<file path="config.mk">
export PLATFORM = sky130hd
export DESIGN_NAME = neighbor_probe_session_fsm
export DESIGN_NICKNAME = d
export VERILOG_FILES = /design/src/sv/npsf_pkg.sv /design/src/sv/npsf_step.sv /design/src/sv/neighbor_probe_session_fsm.sv
export SDC_FILE = /design/constraint.sdc
export NUM_CORES = 1
export LEC_CHECK = 0
export BUFFER_PORTS_ARGS = -buffer_cell sky130_fd_sc_hd__buf_2
export CAP_MARGIN = 40
export CORE_UTILIZATION = 45
export CTS_CLUSTER_DIAMETER = 80
export CTS_CLUSTER_SIZE = 25
export DETAILED_ROUTE_END_ITERATION = 8
export PLACE_DENSITY = 0.67
export SYNTH_ARGS = -nofsm -noshare
export SYNTH_HDL_FRONTEND = slang
export SYNTH_SLANG_ARGS = --single-unit
</file>
<file path="constraint.sdc">
create_clock -name clk_i -period 9 [get_ports clk_i]
set_clock_uncertainty 0.2 [all_clocks]
set_input_delay 2.25 -clock clk_i [delete_from_list [all_inputs] [get_ports clk_i]]
set_output_delay 2.25 -clock clk_i [all_outputs]
set_load 0.02 [all_outputs]
</file>
<file path="src/sv/npsf_pkg.sv">
// Shared types, codes and helpers for the neighbour probe session block.
package npsf_pkg;

  // Widths of the configuration registers and the beat fields.
  localparam int unsigned TimeW    = 20;
  localparam int unsigned TtlW     = TimeW + 1;
  localparam int unsigned RetryW   = 4;
  localparam int unsigned ElapsedW = 16;
  localparam int unsigned StatusW  = 3;
  localparam int unsigned AddrW    = 5;
  localparam int unsigned DataW    = 32;

  // Register indexes on the configuration port (byte address is four times these).
  localparam logic [2:0] RegAliveTime    = 3'd0;
  localparam logic [2:0] RegProbeTimeout = 3'd1;
  localparam logic [2:0] RegDeadTime     = 3'd2;
  localparam logic [2:0] RegRetryLimit   = 3'd3;
  localparam logic [2:0] RegKeepAlive    = 3'd4;

  // Reset values of the configuration registers.
  localparam logic [TimeW-1:0]  AliveTimeRst    = TimeW'(30000);
  localparam logic [TimeW-1:0]  ProbeTimeoutRst = TimeW'(500);
  localparam logic [TimeW-1:0]  DeadTimeRst     = TimeW'(3000);
  localparam logic [RetryW-1:0] RetryLimitRst   = RetryW'(3);

  // Most negative time-to-live, the saturation floor.
  localparam logic [TtlW-1:0] TtlMin = {1'b1, {(TtlW-1){1'b0}}};

  // Operations carried by an input beat.
  typedef enum logic [1:0] {
    OP_START  = 2'd0,
    OP_TICK   = 2'd1,
    OP_TOUCH  = 2'd2,
    OP_ADVERT = 2'd3
  } opcode_e;

  // Session status, one-hot.
  typedef enum logic [4:0] {
    ST_WAITING  = 5'b00001,
    ST_VALID    = 5'b00010,
    ST_RENEWING = 5'b00100,
    ST_INVALID  = 5'b01000,
    ST_REMOVED  = 5'b10000
  } status_e;

  // Status codes as reported on the result beat.
  localparam logic [StatusW-1:0] CodeWaiting  = 3'd0;
  localparam logic [StatusW-1:0] CodeValid    = 3'd1;
  localparam logic [StatusW-1:0] CodeRenewing = 3'd2;
  localparam logic [StatusW-1:0] CodeInvalid  = 3'd3;
  localparam logic [StatusW-1:0] CodeRemoved  = 3'd4;

  // Configuration as seen by the step logic.
  typedef struct packed {
    logic [TimeW-1:0]  alive_time;
    logic [TimeW-1:0]  probe_timeout;
    logic [TimeW-1:0]  dead_time;
    logic [RetryW-1:0] retry_limit;
    logic              keep_alive;
  } cfg_t;

  // Session state.
  typedef struct packed {
    status_e           status;
    logic [TtlW-1:0]   time_left;
    logic [RetryW-1:0] fail_count;
    logic              touched;
  } sess_t;

  // One result beat.
  typedef struct packed {
    logic               probe_solicit;
    logic               forward_pending;
    logic               removed;
    logic [StatusW-1:0] session_status;
  } res_t;

  // Maps the one-hot status onto its reported code.
  function automatic logic [StatusW-1:0] status_code(status_e st);
    logic [StatusW-1:0] code;
    unique case (st)
      ST_WAITING:  code = CodeWaiting;
      ST_VALID:    code = CodeValid;
      ST_RENEWING: code = CodeRenewing;
      ST_INVALID:  code = CodeInvalid;
      default:     code = CodeRemoved;
    endcase
    return code;
  endfunction

endpackage

</file>
<file path="src/sv/npsf_step.sv">
// Next-state and result logic for one operation on the session.
module npsf_step (
  input  npsf_pkg::cfg_t                  cfg_i,
  input  npsf_pkg::sess_t                 cur_i,
  input  logic [1:0]                      opcode_i,
  input  logic [npsf_pkg::ElapsedW-1:0]   elapsed_i,
  output npsf_pkg::sess_t                 nxt_o,
  output npsf_pkg::res_t                  res_o
);

  logic                      live;
  logic                      retry_ok;
  logic [npsf_pkg::TtlW:0]   diff;
  logic [npsf_pkg::TtlW-1:0] ttl_sat;
  logic [npsf_pkg::TtlW-1:0] alive_ld;
  logic [npsf_pkg::TtlW-1:0] probe_ld;
  logic [npsf_pkg::TtlW-1:0] dead_ld;
  npsf_pkg::opcode_e         op;

  assign op       = npsf_pkg::opcode_e'(opcode_i);
  assign live     = (cur_i.status != npsf_pkg::ST_REMOVED);
  assign retry_ok = (cur_i.fail_count < cfg_i.retry_limit);
  assign alive_ld = {1'b0, cfg_i.alive_time};
  assign probe_ld = {1'b0, cfg_i.probe_timeout};
  assign dead_ld  = {1'b0, cfg_i.dead_time};

  // Time-to-live after the tick, saturated at the signed floor; it cannot overflow upwards.
  assign diff    = {cur_i.time_left[npsf_pkg::TtlW-1], cur_i.time_left}
                 - {{(npsf_pkg::TtlW+1-npsf_pkg::ElapsedW){1'b0}}, elapsed_i};
  assign ttl_sat = (diff[npsf_pkg::TtlW] != diff[npsf_pkg::TtlW-1]) ? npsf_pkg::TtlMin
                                                                    : diff[npsf_pkg::TtlW-1:0];

  // Session update and flags.
  always_comb begin
    npsf_pkg::sess_t nxt;
    nxt = cur_i;
    res_o.probe_solicit   = 1'b0;
    res_o.forward_pending = 1'b0;
    res_o.removed         = 1'b0;
    unique case (op)
      npsf_pkg::OP_START: begin
        nxt.status     = npsf_pkg::ST_WAITING;
        nxt.time_left  = alive_ld;
        nxt.fail_count = '0;
        nxt.touched    = 1'b0;
      end
      npsf_pkg::OP_TICK: begin
        if (live) begin
          nxt.time_left = ttl_sat;
          if (ttl_sat[npsf_pkg::TtlW-1]) begin
            unique case (cur_i.status)
              npsf_pkg::ST_WAITING, npsf_pkg::ST_RENEWING: begin
                if (retry_ok) begin
                  nxt.time_left       = probe_ld;
                  nxt.fail_count      = cur_i.fail_count + npsf_pkg::RetryW'(1);
                  res_o.probe_solicit = 1'b1;
                end else if (cur_i.status == npsf_pkg::ST_WAITING) begin
                  nxt.status    = npsf_pkg::ST_INVALID;
                  nxt.time_left = dead_ld;
                end else begin
                  nxt.status    = npsf_pkg::ST_REMOVED;
                  res_o.removed = 1'b1;
                end
              end
              npsf_pkg::ST_VALID: begin
                if (cur_i.touched || cfg_i.keep_alive) begin
                  nxt.status          = npsf_pkg::ST_RENEWING;
                  nxt.time_left       = probe_ld;
                  nxt.fail_count      = '0;
                  nxt.touched         = 1'b0;
                  res_o.probe_solicit = 1'b1;
                end else begin
                  nxt.status    = npsf_pkg::ST_REMOVED;
                  res_o.removed = 1'b1;
                end
              end
              default: begin
                // An invalid session that runs out is dropped.
                nxt.status    = npsf_pkg::ST_REMOVED;
                res_o.removed = 1'b1;
              end
            endcase
          end
        end
      end
      npsf_pkg::OP_TOUCH: begin
        if (live && !cur_i.touched) begin
          nxt.touched = 1'b1;
          if (cur_i.status == npsf_pkg::ST_WAITING || cur_i.status == npsf_pkg::ST_INVALID) begin
            nxt.time_left       = probe_ld;
            res_o.probe_solicit = 1'b1;
          end
        end
      end
      default: begin
        // Advert received.
        if (live) begin
          nxt.status            = npsf_pkg::ST_VALID;
          nxt.time_left         = alive_ld;
          nxt.fail_count        = '0;
          res_o.forward_pending = 1'b1;
        end
      end
    endcase
    nxt_o                = nxt;
    res_o.session_status = npsf_pkg::status_code(nxt.status);
  end

endmodule

</file>
<file path="src/sv/neighbor_probe_session_fsm.sv">
// Top level of the neighbour probe session block: registers, beat handshakes and APB port.
//
// Usage:
//   Input channel (in_valid_i / in_stall_o) carries one operation per beat: start, tick
//   with elapsed milliseconds, touch or advert received. Output channel
//   (out_valid_o / out_stall_i) returns exactly one result beat per input beat, in order:
//   probe_solicit, forward_pending, removed and the status after the operation.
//   The result is written into the output register at the edge that accepts the input
//   beat and is offered from the next cycle. Throughput is one beat per cycle while the
//   receiver does not stall; the session update (one subtract, one saturation and the status
//   decision) completes in the cycle of acceptance, so the next beat sees the new state.
//   When the receiver stalls, the result stays in the output register and in_stall_o
//   is raised; input beats are taken again in the cycle the result is drained.
//   The APB port holds alive_time, probe_timeout, dead_time, retry_limit and
//   keep_alive at byte addresses 0x0 to 0x10; pready is always high and writes take
//   effect on the access cycle.
//   Reset loads the register defaults, marks the session removed with a zero
//   time-to-live, no retries and the touched flag clear, and empties the output register.
module neighbor_probe_session_fsm (
  input  logic                                clk_i,
  input  logic                                rst_ni,
  input  logic                                psel,
  input  logic                                penable,
  input  logic                                pwrite,
  input  logic [npsf_pkg::AddrW-1:0]          paddr,
  input  logic [npsf_pkg::DataW-1:0]          pwdata,
  output logic [npsf_pkg::DataW-1:0]          prdata,
  output logic                                pready,
  input  logic                                in_valid_i,
  output logic                                in_stall_o,
  input  logic [1:0]                          opcode_i,
  input  logic [npsf_pkg::ElapsedW-1:0]       elapsed_i,
  output logic                                out_valid_o,
  input  logic                                out_stall_i,
  output logic                                probe_solicit_o,
  output logic                                forward_pending_o,
  output logic                                removed_o,
  output logic [npsf_pkg::StatusW-1:0]        session_status_o
);

  npsf_pkg::cfg_t  cfg_q;
  npsf_pkg::sess_t sess_q;
  npsf_pkg::sess_t sess_d;
  npsf_pkg::res_t  res_d;
  npsf_pkg::res_t  res_q;
  logic            out_valid_q;
  logic            in_accept;
  logic            cfg_wr;
  logic [2:0]      reg_idx;

  // Register file access.
  assign pready  = 1'b1;
  assign cfg_wr  = psel & penable & pwrite;
  assign reg_idx = paddr[npsf_pkg::AddrW-1:2];

  always_ff @(posedge clk_i or negedge rst_ni) begin
    if (!rst_ni) begin
      cfg_q.alive_time    <= npsf_pkg::AliveTimeRst;
      cfg_q.probe_timeout <= npsf_pkg::ProbeTimeoutRst;
      cfg_q.dead_time     <= npsf_pkg::DeadTimeRst;
      cfg_q.retry_limit   <= npsf_pkg::RetryLimitRst;
      cfg_q.keep_alive    <= 1'b0;
    end else if (cfg_wr) begin
      unique case (reg_idx)
        npsf_pkg::RegAliveTime:    cfg_q.alive_time    <= pwdata[npsf_pkg::TimeW-1:0];
        npsf_pkg::RegProbeTimeout: cfg_q.probe_timeout <= pwdata[npsf_pkg::TimeW-1:0];
        npsf_pkg::RegDeadTime:     cfg_q.dead_time     <= pwdata[npsf_pkg::TimeW-1:0];
        npsf_pkg::RegRetryLimit:   cfg_q.retry_limit   <= pwdata[npsf_pkg::RetryW-1:0];
        npsf_pkg::RegKeepAlive:    cfg_q.keep_alive    <= pwdata[0];
        default: ;
      endcase
    end
  end

  // Read data, zero-extended.
  always_comb begin
    unique case (reg_idx)
      npsf_pkg::RegAliveTime:
        prdata = {{(npsf_pkg::DataW-npsf_pkg::TimeW){1'b0}}, cfg_q.alive_time};
      npsf_pkg::RegProbeTimeout:
        prdata = {{(npsf_pkg::DataW-npsf_pkg::TimeW){1'b0}}, cfg_q.probe_timeout};
      npsf_pkg::RegDeadTime:
        prdata = {{(npsf_pkg::DataW-npsf_pkg::TimeW){1'b0}}, cfg_q.dead_time};
      npsf_pkg::RegRetryLimit:
        prdata = {{(npsf_pkg::DataW-npsf_pkg::RetryW){1'b0}}, cfg_q.retry_limit};
      npsf_pkg::RegKeepAlive:
        prdata = {{(npsf_pkg::DataW-1){1'b0}}, cfg_q.keep_alive};
      default:
        prdata = '0;
    endcase
  end

  // Input beats are taken whenever the output register is free or draining.
  assign in_stall_o = out_valid_q & out_stall_i;
  assign in_accept  = in_valid_i & ~in_stall_o;

  npsf_step u_step (
    .cfg_i     (cfg_q),
    .cur_i     (sess_q),
    .opcode_i  (opcode_i),
    .elapsed_i (elapsed_i),
    .nxt_o     (sess_d),
    .res_o     (res_d)
  );

  // Session state moves on each accepted beat.
  always_ff @(posedge clk_i or negedge rst_ni) begin
    if (!rst_ni) begin
      sess_q.status     <= npsf_pkg::ST_REMOVED;
      sess_q.time_left  <= '0;
      sess_q.fail_count <= '0;
      sess_q.touched    <= 1'b0;
    end else if (in_accept) begin
      sess_q <= sess_d;
    end
  end

  // Output register valid flag.
  always_ff @(posedge clk_i or negedge rst_ni) begin
    if (!rst_ni) begin
      out_valid_q <= 1'b0;
    end else if (in_accept) begin
      out_valid_q <= 1'b1;
    end else if (!out_stall_i) begin
      out_valid_q <= 1'b0;
    end
  end

  // Output register payload.
  always_ff @(posedge clk_i) begin
    if (in_accept) begin
      res_q <= res_d;
    end
  end

  assign out_valid_o       = out_valid_q;
  assign probe_solicit_o   = res_q.probe_solicit;
  assign forward_pending_o = res_q.forward_pending;
  assign removed_o         = res_q.removed;
  assign session_status_o  = res_q.session_status;

endmodule

</file>
# ---- After elaboration in Yosys (flattened, before gate mapping)
# Index checks and enable logic that the tools add are counted.
dict set report totals {
  elab_cells 107
  out_inout_bits 41
  inputBits 62
  register_bits 103
}
dict set report op_classes {
  order_cmp 1
  n_eq_ne 26
  muxes 38
  n_bitwise 6
  reduce_logical 20
  n_addsub 2
}
# operator n
set ops {}
lappend ops {{$mux 21} 5}
lappend ops {{$pmux 20 s5} 1}
lappend ops {{$pmux 21 s3} 1}
lappend ops {{$mux 31} 2}
lappend ops {{$pmux 25 s2} 1}
lappend ops {{$mux 30} 1}
lappend ops {{$mux 26} 1}
lappend ops {{$sub 21x17->22} 1}
lappend ops {{$mux 5} 3}
lappend ops {{$pmux 5 s3} 1}
lappend ops {{$mux 1} 14}
lappend ops {{$ne 2x1->1 const B} 6}
lappend ops {{$pmux 3 s4} 1}
lappend ops {{$pmux 4 s3} 1}
lappend ops {{$eq 5x1->1 const B} 2}
lappend ops {{$eq 5x2->1 const B} 2}
lappend ops {{$eq 5x3->1 const B} 2}
lappend ops {{$eq 5x4->1 const B} 2}
lappend ops {{$pmux 5 s2} 1}
lappend ops {{$reduce_and 2->1} 5}
lappend ops {{$reduce_and 8->1} 1}
lappend ops {{$reduce_and 7->1} 1}
lappend ops {{$eq 3x2->1 const B} 2}
lappend ops {{$ne 3x2->1 const B} 2}
lappend ops {{other kinds (26)} 34}

# ---- Longest topological paths before layout
# Gate-level depths: netlist of the first run.
dict set report logic_depth {
  word_depth 11
  mapped_depth 20
  mapped_depth_nobuf 18
}

# ---- Modules after synthesis
# Synthesis of the first run repeated with hierarchy kept, for this count alone.
dict set report hier_totals {
  hier_cells 944
  hier_area_um2 8516.9
}
# module area_each_um2 cells_each n_inst
set by_module_without_submodules {}
lappend by_module_without_submodules {neighbor_probe_session_fsm 4636.9 323 1}
lappend by_module_without_submodules {npsf_step 3880.0 621 1}

# ---- Worst setup path before layout of the first run
# OpenSTA, ideal clock, no wires.
dict set report synth_path {
  path_type {input -> register}
  start {in elapsed_i[2] (netlist bit)}
  end {reg res_q (netlist bit session_status_o[2]), data pin}
  path_stages 19
  n_path_buf 2
  t_arrival_ns 5.669
  required_ns 8.533
  setup_time_ns 0.267
  slack_ns 2.864
  path_cell_list {inv_1 ha_1 nor2b_1 o31a_1 o21a_1 nand2b_1 a221o_1 nor3_1 xnor2_1 ha_1 clkbuf_1 nor3_1 o211ai_1 a21o_1 buf_2 a31oi_1 o21ai_0 nor3_2 a32oi_1}
}
# element line_no
set synth_rtl {}
lappend synth_rtl {{start: declaration} neighbor_probe_session_fsm.sv:32} ;# input logic [npsf_pkg::ElapsedW-1:0] elapsed_i,
lappend synth_rtl {{end signal: assignment} neighbor_probe_session_fsm.sv:132} ;# res_q <= res_d;
lappend synth_rtl {{end: declaration} neighbor_probe_session_fsm.sv:45} ;# npsf_pkg::res_t res_q;

==> reports/results.txt, run 1 <==
initial antenna violation count: 0
GPL Wtd Cong: 0.941
Setup Fix Bufs, Post-CTS: 0
Synth Register Bits: 103
Post-synth EDFFs: 6
RSZ-0062 raised after global routing: no
most common cell after layout, fill and taps aside: nor2_1
Worst EP required: 8900 ps
maximum net fanout on the critical path: 11
worst reg2reg setup slack: 3490 ps
critical-path cell list: buf_2 -> inv_1 -> ha_1 -> nor2b_1 -> o31a_1 -> o21a_1 -> nand2b_1 -> a221o_1 -> nor3_1 -> xnor2_1 -> ha_1 -> nor3_1 -> o211ai_1 -> a21o_1 -> a31oi_1 -> o21ai_0 -> nor3_2 -> a32oi_1
total track usage: 26.5%
TNS Setup: 0 ps
Die Width: 131 µm
Max Fclk: 141 MHz
fin crit period: 7080 ps
HPWL after DPL: 16600 µm
Lkg Pwr: 0.00365 µW
Max Root-Sink Buffers: 2
routed len/inst: 20.3 µm
Skew-Pair Late Insertion Delay: 360 ps
reg2reg path depth: 18
most used flip-flop cell after synthesis: dfrtp_1
Hold EP: cfg_q[1]
Vert. Die Dim: 131 µm
PostCTS Resize Cnt: 0
via count: 6890
reg2reg start: sess_q[5]
Final Hold Violating Endpoints: 0
Hold Crit Depth: 2
Routed WL: 22500 µm
commonest cells after routing, fill and taps aside: 75 x nor2_1, 74 x dfrtp_1, 74 x buf_2
total core area: 0.0161 mm²
Worst path slowest cell: a31oi_1
Worst EP arrival: 6980 ps
via/cell ratio: 6.21
first-pass GRT wire length: 36100 µm
drt drc: 0
Routed Antenna Nets: 0
register area share after synthesis: 35.0%
top post-synthesis cells by area: dfrtp_1 25%, mux2_2 9.4%, dfstp_2 8.0%
number of port buffers: 75
Hold Crit Class: reg2reg
CP peak stage delay: 710 ps
clock tree sinks: 103
Yosys top cell area share: 24.6%
count of pins over their slew limit: 0
post-synthesis area per instance: 8.90 µm²
element type at the critical path end: flop
synthesized netlist cell count: 845
Slew Limit Headroom: 34.8%
Starting Density: 46.7%
ant diodes: 0
clk slew on worst S/H paths: 80 ps
r2r endpoint: session_status_o[2]
cell area after synthesis: 0.00752 mm²
async set or reset register ratio after synthesis: 94.2%
Root Driver: clkbuf_16
Hold WS: 310 ps
Synth area leader: dfrtp_1
fraction of layout cells with a size suffix above 1: 24.2%
number of library cell types mapped by synthesis: 77
Area Growth Syn to Fin: 10.6%
critical path class: in2reg
pin count of the biggest net entering global routing: 66
die area: 0.0172 mm²
CTS tree: built
Worst Hold Launch: cfg_q[1]
Rows: 46
H-tree levels: 3
drt first pass iters: 5
PD cells: 242 mW/mm²
final setup vio count: 0
io pins: 103
initial DRC count: 768
# hold bufs at CTS: 0
number of nets in the layout: 978
status: completed
GRT Residual Overflow: 0
Worst VDD drop: 119 µV
crit share post-route: 78.6%
vias in the first global route: 6251
Warnings, synthesis: 0
fillcell total: 1529
startpoint types: primary input
Least-Margin Pin Slew: 953 ps
CTS buffer count: 9
Max-cap violations: 0
==> where the power goes <==
part | leakage [µW] | internal [µW] | switching [µW]
logic | 0.00226 | 357 | 558
registers | 0.00124 | 583 | 125
clock network | 0.000141 | 194 | 195
total | 0.00365 | 1130 | 878
==> cells by family (layout without fill, tap and decap cells) <==
group,after synthesis,count (layout),synth area share (%)
simple gates,258,258,16.8
compound gates,255,255,22.9
flops,103,103,35.0
buf+inv,101,139,6.10
mux,84,84,12.7
fa+ha+maj,27,27,4.59
xor+xnor,15,15,1.75
other cells,2,13,0.0998
==> through the flow <==
step	total power, µW	instances	setup WS (ps)	util, %	area [µm²]
global route	2130	1110	1730	51.6	8320
finish	2010	1110	1920	51.6	8320
detailed placement	1600	1094	1750	49.8	8030
floorplan	1330	856	2860	-	7560
CTS	1990	1110	2120	51.6	8320
global placement	1590	1090	1780	49.4	7970
==> worst max-delay path: cells and delay by family <==
family / cells / cell delay [ps]
xor+xnor: 1 / 100
fa+ha+maj: 2 / 710
simple gates: 5 / 1070
buf+inv: 2 / 100
compound gates: 8 / 2740
==> routing by layer <==
layer	vias up	part of all wire (%)	GRT usage, %
met1	3248	46	39.5
met4	0	3.0	9.63
met2	397	43	38.8
met5	-	0	0
li1	3199	-	-
met3	46	8.5	3.70
==> synthesized netlist by cell type, types with 6 or more instances <==
cell type  count
a211oi_1       8
buf_2          7
nor3_1        28
xor2_1         7
nand3_1       19
a22o_1         8
dfrtp_1       74
a21o_1         8
a221oi_1      15
clkbuf_1      41
nand2_1       58
o21a_1         7
a21oi_1       62
mux2_2        63
nor2_1        76
nor2b_1       10
mux2i_1       18
o211ai_1       7
or2_2          7
o21ai_0       59
xnor2_1        8
nor4_1         8
ha_1          26
nand2b_1      13
a31oi_1        7
a22oi_1       13
dfstp_2       23
and3_1         6
edfxtp_1       6
or3_1          7
inv_1         35
o31ai_1        8
buf_4         13
==> final cells by class <==
cell class	count	area [µm²]	share of cell area [%]
multi-input combinational	652	4480	53.9
sequential	103	2640	31.7
timing repair buffer	88	510	6.13
tap	216	270	3.25
clock buffer	9	225	2.71
inverter	35	131	1.58
clock inverter	7	63.8	0.767
==> flip-flops by register name (all words and copies together), names as in the netlist <==
signal             cells
out_valid_o            1
sess_q                31
removed_o              1
probe_solicit_o        1
session_status_o       3
forward_pending_o      1
cfg_q                 65
==> worst max-delay path by stage <==
stage	startpoint	slack, ps	to	depth (start not counted)
after CTS	elapsed_i[2]	2120	session_status_o[2]	18
after floorplan	elapsed_i[2]	2860	session_status_o[2]	19
after global placement	elapsed_i[2]	1780	session_status_o[2]	18
after global routing	elapsed_i[2]	1730	session_status_o[2]	18
final	elapsed_i[2]	1920	session_status_o[2]	18
after detailed placement	elapsed_i[2]	1750	session_status_o[2]	18
Power figures use the tool's default switching activity.
==> run 2: changes to the inputs <==
--- a/config.mk
+++ b/config.mk
@@ -5,13 +5,14 @@
 export SDC_FILE = /design/constraint.sdc
 export NUM_CORES = 1
 export LEC_CHECK = 0
+export ABC_AREA = 1
 export BUFFER_PORTS_ARGS = -buffer_cell sky130_fd_sc_hd__buf_2
 export CAP_MARGIN = 40
 export CORE_UTILIZATION = 45
 export CTS_CLUSTER_DIAMETER = 80
 export CTS_CLUSTER_SIZE = 25
 export DETAILED_ROUTE_END_ITERATION = 8
-export PLACE_DENSITY = 0.67
+export PLACE_DENSITY = 0.69
 export SYNTH_ARGS = -nofsm -noshare
 export SYNTH_HDL_FRONTEND = slang
 export SYNTH_SLANG_ARGS = --single-unit
==> constraint.sdc (replaced) <==
create_clock -name clk_i -period 6 [get_ports clk_i]
set_clock_uncertainty 0.2 [all_clocks]
set_input_delay 1.5 -clock clk_i [delete_from_list [all_inputs] [get_ports clk_i]]
set_output_delay 1.5 -clock clk_i [all_outputs]
set_load 0.02 [all_outputs]
==> run 2 against run 1 <==
Compared with the run above: sequential share of layout area increased by 0.18 points; worst hold slack got worse by 21 ps; synthesized cell count increased by 32%; die area decreased by 0.31%; sequential cell count unchanged; register-to-register slack got worse by 1200 ps; non-clock buffer count decreased by 6; total power increased by 45%; setup slack got worse by 670 ps; clock-buffer cell count increased by 2; routed wire length decreased by 7.0%; critical path type is now in2out.
==> reports/results.txt, run 2 <==
Worst EP arrival: 3050 ps (-3930 ps)
number of nets in the layout: 1264 (+29%)
clk slew on worst S/H paths: 70 ps (about the same)
CP Depth: 5 (-13)
sequential share of power: 35.2% (about the same)
Root Driver: clkbuf_16
Largest Register: cfg_q
fin crit period: 4750 ps
PD cells: 353 mW/mm² (+46%)
initial DRC count: 651 (-15%)
Top delay family on crit path: simple AND/OR/NAND/NOR gates
drt drc: 0 (unchanged)
most numerous cell in the Yosys netlist: nand2_1
internal power: 1600 µW (+41%)
total track usage: 25.7% (-0.85 points)
Warnings, synthesis: 0 (unchanged)
Worst path slowest cell: nand2_1
Vert. Die Dim: 131 µm (-0.16%)
die area: 0.0172 mm² (-0.31%)
most used flip-flop cell after synthesis: dfrtp_1
CTS tree: built
PostCTS Resize Cnt: 0 (unchanged)
CTS buffer count: 9 (unchanged)
Worst Setup SP: paddr[2]
end of the critical path: prdata[9]
Hold WS: 289 ps (-20.7 ps)
via count: 7252 (+5.3%)
Setup Fix Bufs, Post-CTS: 0 (unchanged)
Post-synth EDFFs: 6 (unchanged)
synthesized netlist cell count: 1116 (+32%)
TNS Setup: 0 ps (unchanged)
# hold bufs at CTS: 0 (unchanged)
HPWL after DPL: 16300 µm (-1.7%)
clock tree sinks: 103 (unchanged)
startpoint types: primary input
Synth Register Bits: 103 (unchanged)
Hold Crit Class: reg2reg
Area Growth Syn to Fin: 10.3%
r2r endpoint: sess_q[7]
RSZ-0062 raised after global routing: no
reg2reg start: sess_q[5]
Yosys top cell area share: 24.7% (+0.078 points)
Max Fclk: 210 MHz
element type at the critical path end: output pin
Routed WL: 20900 µm (-7.0%)
reg2reg path depth: 26 (+8)
maximum net fanout on the critical path: 20 (+9)
Routed Antenna Nets: 0 (unchanged)
dpl cell area: 0.00800 mm² (-0.39%)
most frequent CP cell: buf_2
Worst EP required: 4300 ps (-4600 ps)
Clk network pwr share: 19.2% (about the same)
GPL Wtd Cong: 0.905 (-3.8%)
critical path class: in2out
vias in the first global route: 6392 (+2.3%)
critical-path cell list: buf_2 -> nor2_1 -> nand2_1 -> o221ai_1 -> buf_2
Rows: 46 (unchanged)
Max Root-Sink Buffers: 2 (unchanged)
number of flip-flops in the largest register: 65 (unchanged)
CP bufs+invs: 2 (unchanged)
Synth area leader: dfrtp_1
fraction of layout cells with a size suffix above 1: 13.9% (-10 points)
most common cell after layout, fill and taps aside: nand2_1
number of port buffers: 75 (unchanged)
Comb power frac: 45.7% (+0.2 points)
Slew Limit Headroom: 42.1% (+7.3 points)
ant diodes: 0 (unchanged)
H-tree levels: 3 (unchanged)
synth cell count leaders: 375 x nand2_1, 177 x inv_1, 104 x o21ai_0
status: completed
post-synthesis area per instance: 6.72 µm² (-25%)
Starting Density: 46.7% (about the same)
Psw: 1320 µW (+50%)
crit share post-route: 79.2%
Lkg Pwr: 0.00426 µW (+17%)
final setup vio count: 0 (unchanged)
GRT Residual Overflow: 0 (unchanged)
pin count of the biggest net entering global routing: 54 (-18%)
Skew-Pair Late Insertion Delay: 350 ps (about the same)
drt first pass iters: 5 (unchanged)
async set or reset register ratio after synthesis: 94.2% (unchanged)
Max-cap violations: 0 (unchanged)
routed len/inst: 15.0 µm (-26%)
cell area after synthesis: 0.00750 mm² (-0.32%)
worst reg2reg setup slack: 2260 ps (-1230 ps)
Least-Margin Pin Slew: 869 ps (-84.7 ps)
fillcell total: 1623 (+6.1%)
CP peak stage delay: 520 ps (-190 ps)
Die Width: 131 µm (-0.16%)
register area share after synthesis: 35.2% (+0.11 points)
Final Hold Violating Endpoints: 0 (unchanged)
io pins: 103 (unchanged)
commonest cells after routing, fill and taps aside: 375 x nand2_1, 177 x inv_1, 104 x o21ai_0
cell area after layout: 0.00827 mm² (-0.57%)
Worst VDD drop: 138 µV (+16%)
top post-synthesis cells by area: dfrtp_1 25%, nand2_1 19%, inv_1 8.9%
initial antenna violation count: 0 (unchanged)
total core area: 0.0161 mm² (-0.36%)
first-pass GRT wire length: 33700 µm (-6.5%)
Sw Share: 45.1% (+1.5 points)
count of pins over their slew limit: 0 (unchanged)
number of library cell types mapped by synthesis: 49 (-36%)
via/cell ratio: 5.19 (-16%)
[run 2: per-stage QoR]
stage	total power [µW]	std cells	utilization (%)	setup WS, ps
after floorplan	1990	1127	-	1550
after global placement	2330	1379	49.8	1040
after detailed placement	2340	1380	49.8	1000
after CTS	2910	1396	51.5	1230
after global routing	3150	1396	51.5	993
final	2920	1396	51.5	1250
[run 2: kinds of logic after synthesis]
family	Yosys count	share of synthesized area, %
other	2	0.100
AND/OR/NAND/NOR	519	29.5
adder cells (fa/ha/maj)	27	4.60
flip-flops	103	35.2
buffers and inverters	237	12.9
AO/OA/AOI/OAI	220	16.8
XOR/XNOR	8	0.934
[run 2: layout make-up]
class / instances / area [µm²] / share of cell area, %
sequential: 103 / 2640 / 31.9
multi-input combinational: 787 / 3940 / 47.6
clock inverter: 5 / 40.0 / 0.484
timing repair buffer: 82 / 434 / 5.25
clock buffer: 11 / 233 / 2.81
inverter: 192 / 721 / 8.71
tap: 216 / 270 / 3.27
[run 2: worst min-delay path by stage]
stage / from / end / slack, ps / depth (start not counted)
2_1_floorplan: cfg_q[36] / cfg_q[36] / 250 / 2
3_3_place_gp: cfg_q[56] / cfg_q[56] / 270 / 2
3_5_place_dp: cfg_q[48] / cfg_q[48] / 270 / 2
4_1_cts: cfg_q[48] / cfg_q[48] / 290 / 2
5_1_grt: cfg_q[63] / cfg_q[63] / 310 / 2
6_report: cfg_q[51] / cfg_q[51] / 290 / 2
[run 2: layer usage]
metal | share of wire, % | GRT usage (%)
met5 | 0 | 0
met1 | 48 | 38.2
met3 | 7.6 | 4.22
met4 | 1.7 | 6.90
met2 | 43 | 38.3
[run 2: worst register-to-register path: cells and delay by family (launching register included)]
kind,cells,cell delay (ps)
flip-flops,1,340
XOR/XNOR,1,150
adder cells (fa/ha/maj),3,1010
buffers and inverters,4,420
AND/OR/NAND/NOR,16,1330
AO/OA/AOI/OAI,2,190
[run 2: power groups by stage]
| stage | sequential [µW] | clock [µW] | combinational (µW) |
|---|---|---|---|
| floorplan | 979 | 0 | 1020 |
| global placement | 1030 | 0 | 1300 |
| detailed placement | 1030 | 0 | 1310 |
| CTS | 1020 | 568 | 1320 |
| global route | 1040 | 596 | 1510 |
| finish | 1030 | 560 | 1330 |
==> run 3: changes to the inputs <==
--- a/config.mk
+++ b/config.mk
@@ -5,7 +5,7 @@
 export SDC_FILE = /design/constraint.sdc
 export NUM_CORES = 1
 export LEC_CHECK = 0
-export ABC_AREA = 1
+export ABC_AREA = 0
 export BUFFER_PORTS_ARGS = -buffer_cell sky130_fd_sc_hd__buf_2
 export CAP_MARGIN = 40
 export CORE_UTILIZATION = 45
==> constraint.sdc (replaced) <==
create_clock -name clk_i -period 4.3 [get_ports clk_i]
set_clock_uncertainty 0.2 [all_clocks]
set_input_delay 1.075 -clock clk_i [delete_from_list [all_inputs] [get_ports clk_i]]
set_output_delay 1.075 -clock clk_i [all_outputs]
set_load 0.02 [all_outputs]
==> run 3 against run 2 <==
Compared with the run above: the run now ends with setup timing left; critical path depth up 13; global-route usage rose by 2.0 points; die area is 0.31% higher; design area increased by 14%; sequential cell count unchanged; setup slack worse by 1300 ps; routed wire length up 15%; sequential power rose by 46%; final cell count shrank 13%; largest power group unchanged.
==> reports/results.txt, run 3 (same netlist as run 1, synthesis figures left out) <==
clock tree sinks: 103 (unchanged)
Hold Crit Class: reg2reg
startpoint types: primary input
Final Hold Violating Endpoints: 0 (unchanged)
register area: 0.00264 mm² (unchanged)
initial antenna violation count: 0 (unchanged)
# hold bufs at CTS: 0 (unchanged)
Least-Margin Pin Slew: 964 ps (+95.6 ps)
cell total after placement: 1177 (-15%)
maximum net fanout on the critical path: 4 (-80%)
Max Root-Sink Buffers: 2 (unchanged)
RSZ-0062 raised after global routing: yes
total core area: 0.0161 mm² (+0.36%)
status: finished with violations
CTS tree: built
Starting Density: 46.7% (about the same)
first-pass GRT wire length: 37300 µm (+11%)
count of pins over their slew limit: 0 (unchanged)
via/cell ratio: 6.03 (+16%)
H-tree levels: 3 (unchanged)
fraction of layout cells with a size suffix above 1: 36.4% (+23 points)
Die Width: 131 µm (+0.16%)
clk slew on worst S/H paths: 80 ps (about the same)
io pins: 103 (unchanged)
Hold WS: 315 ps (+26.3 ps)
Root Driver: clkbuf_16
vias in the first global route: 6729 (+5.3%)
total track usage: 27.6% (+2.0 points)
CTS buffer count: 9 (unchanged)
HPWL after DPL: 17700 µm (+8.6%)
Lkg Pwr: 0.00421 µW (-1.2%)
via count: 7310 (+0.80%)
most common cell after layout, fill and taps aside: buf_4
Largest Register: cfg_q
crit share post-route: 102%
fin worst setup slack: -82.7 ps (-1330 ps)
Slew Limit Headroom: 34.9% (-7.2 points)
Worst EP required: 4200 ps (-100 ps)
Rows: 46 (unchanged)
Vert. Die Dim: 131 µm (+0.16%)
multi-input combinational cell area: 0.00477 mm² (+21%)
element type at the critical path end: flop
critical path class: in2reg
Skew-Pair Late Insertion Delay: 370 ps (+20 ps)
fin crit period: 4380 ps
number of flip-flops in the largest register: 65 (unchanged)
number of port buffers: 75 (unchanged)
DP Worst Slack: -657 ps (-1660 ps)
number of nets in the layout: 1080 (-15%)
Worst VDD drop: 238 µV (+72%)
fin cells: 1212 (-13%)
Routed Antenna Nets: 0 (unchanged)
Worst EP arrival: 4290 ps (+1240 ps)
drt drc: 0 (unchanged)
routed len/inst: 19.8 µm (+33%)
Routed WL: 24000 µm (+15%)
pin count of the biggest net entering global routing: 58 (+7.4%)
initial DRC count: 656 (+0.77%)
Max-cap violations: 0 (unchanged)
drt first pass iters: 5 (unchanged)
die area: 0.0172 mm² (+0.31%)
commonest cells after routing, fill and taps aside: 106 x buf_4, 74 x dfrtp_1, 72 x nor2_1, 72 x buf_2, 62 x mux2_2
Area Growth Syn to Fin: 25.3%
final core occ: 58.5% (+7.0 points)
GPL Wtd Cong: 0.944 (+4.4%)
ant diodes: 0 (unchanged)
final setup vio count: 9 (+9)
fillcell total: 1436 (-12%)
GRT Residual Overflow: 0 (unchanged)
Max Fclk: 228 MHz
PD cells: 526 mW/mm² (+49%)
failing checks: setup timing
[run 3: worst paths after layout]
path                               from                  end  slack [ps]  depth (start not counted)
max                        elapsed_i[0]  session_status_o[2]         -80                         18
min                            cfg_q[1]             cfg_q[1]         320                          2
max reg2reg                   sess_q[5]  session_status_o[2]         190                         18
min reg2reg                    cfg_q[1]             cfg_q[1]         320                          2
max in group asynchronous        rst_ni           sess_q[30]        2820                          2
min in group asynchronous        rst_ni            cfg_q[39]         420                          1
[run 3: per-stage QoR]
stage,TNS (ps),power (µW),cell area (µm²)
2_1_floorplan,-2670,2880,7700
3_3_place_gp,-11980,3760,8710
3_5_place_dp,-12770,3790,8740
4_1_cts,-64.0,4740,9200
5_1_grt,-3310,5220,9430
6_report,-444,4960,9430
[run 3: repair_timing]
action                                  4_1_cts  5_1_grt
resized for setup                            17       41
setup buffers                                 9       12
endpoints found under the setup margin       20       25
pin swaps                                    17       13
[run 3: power breakdown]
group,internal (µW),switching [µW],total (µW)
clock network,417,430,847
logic,1240,1370,2610
registers,1220,282,1500
total,2870,2080,4960
[run 3: per-layer routing]
metal	vias up	part of all wire, %	GRT usage (%)
li1	3391	-	-
met1	3475	44	39.5
met2	382	44	41.8
met3	62	7.8	3.78
met4	0	3.7	11.2
met5	-	0	0
[run 3: final cells by class]
class,count,area share (%)
multi-input combinational,652,50.6
sequential,103,28.0
timing repair buffer,190,13.9
tap,216,2.87
clock buffer,9,2.39
inverter,35,1.42
clock inverter,7,0.916
[run 3: worst max-delay path, stage by stage]
cell and delay, ps:
buf_6 80, ha_4 120, fa_2 230, nor2b_4 50, o31a_1 300, o21a_1 240
nand2b_4 150, a221o_1 330, nor3_2 150, xnor2_1 90, ha_2 230, nor3_4 140
o211ai_1 140, a21o_2 280, a31oi_4 300, o21ai_2 130, nor3_2 170, a32oi_1 80
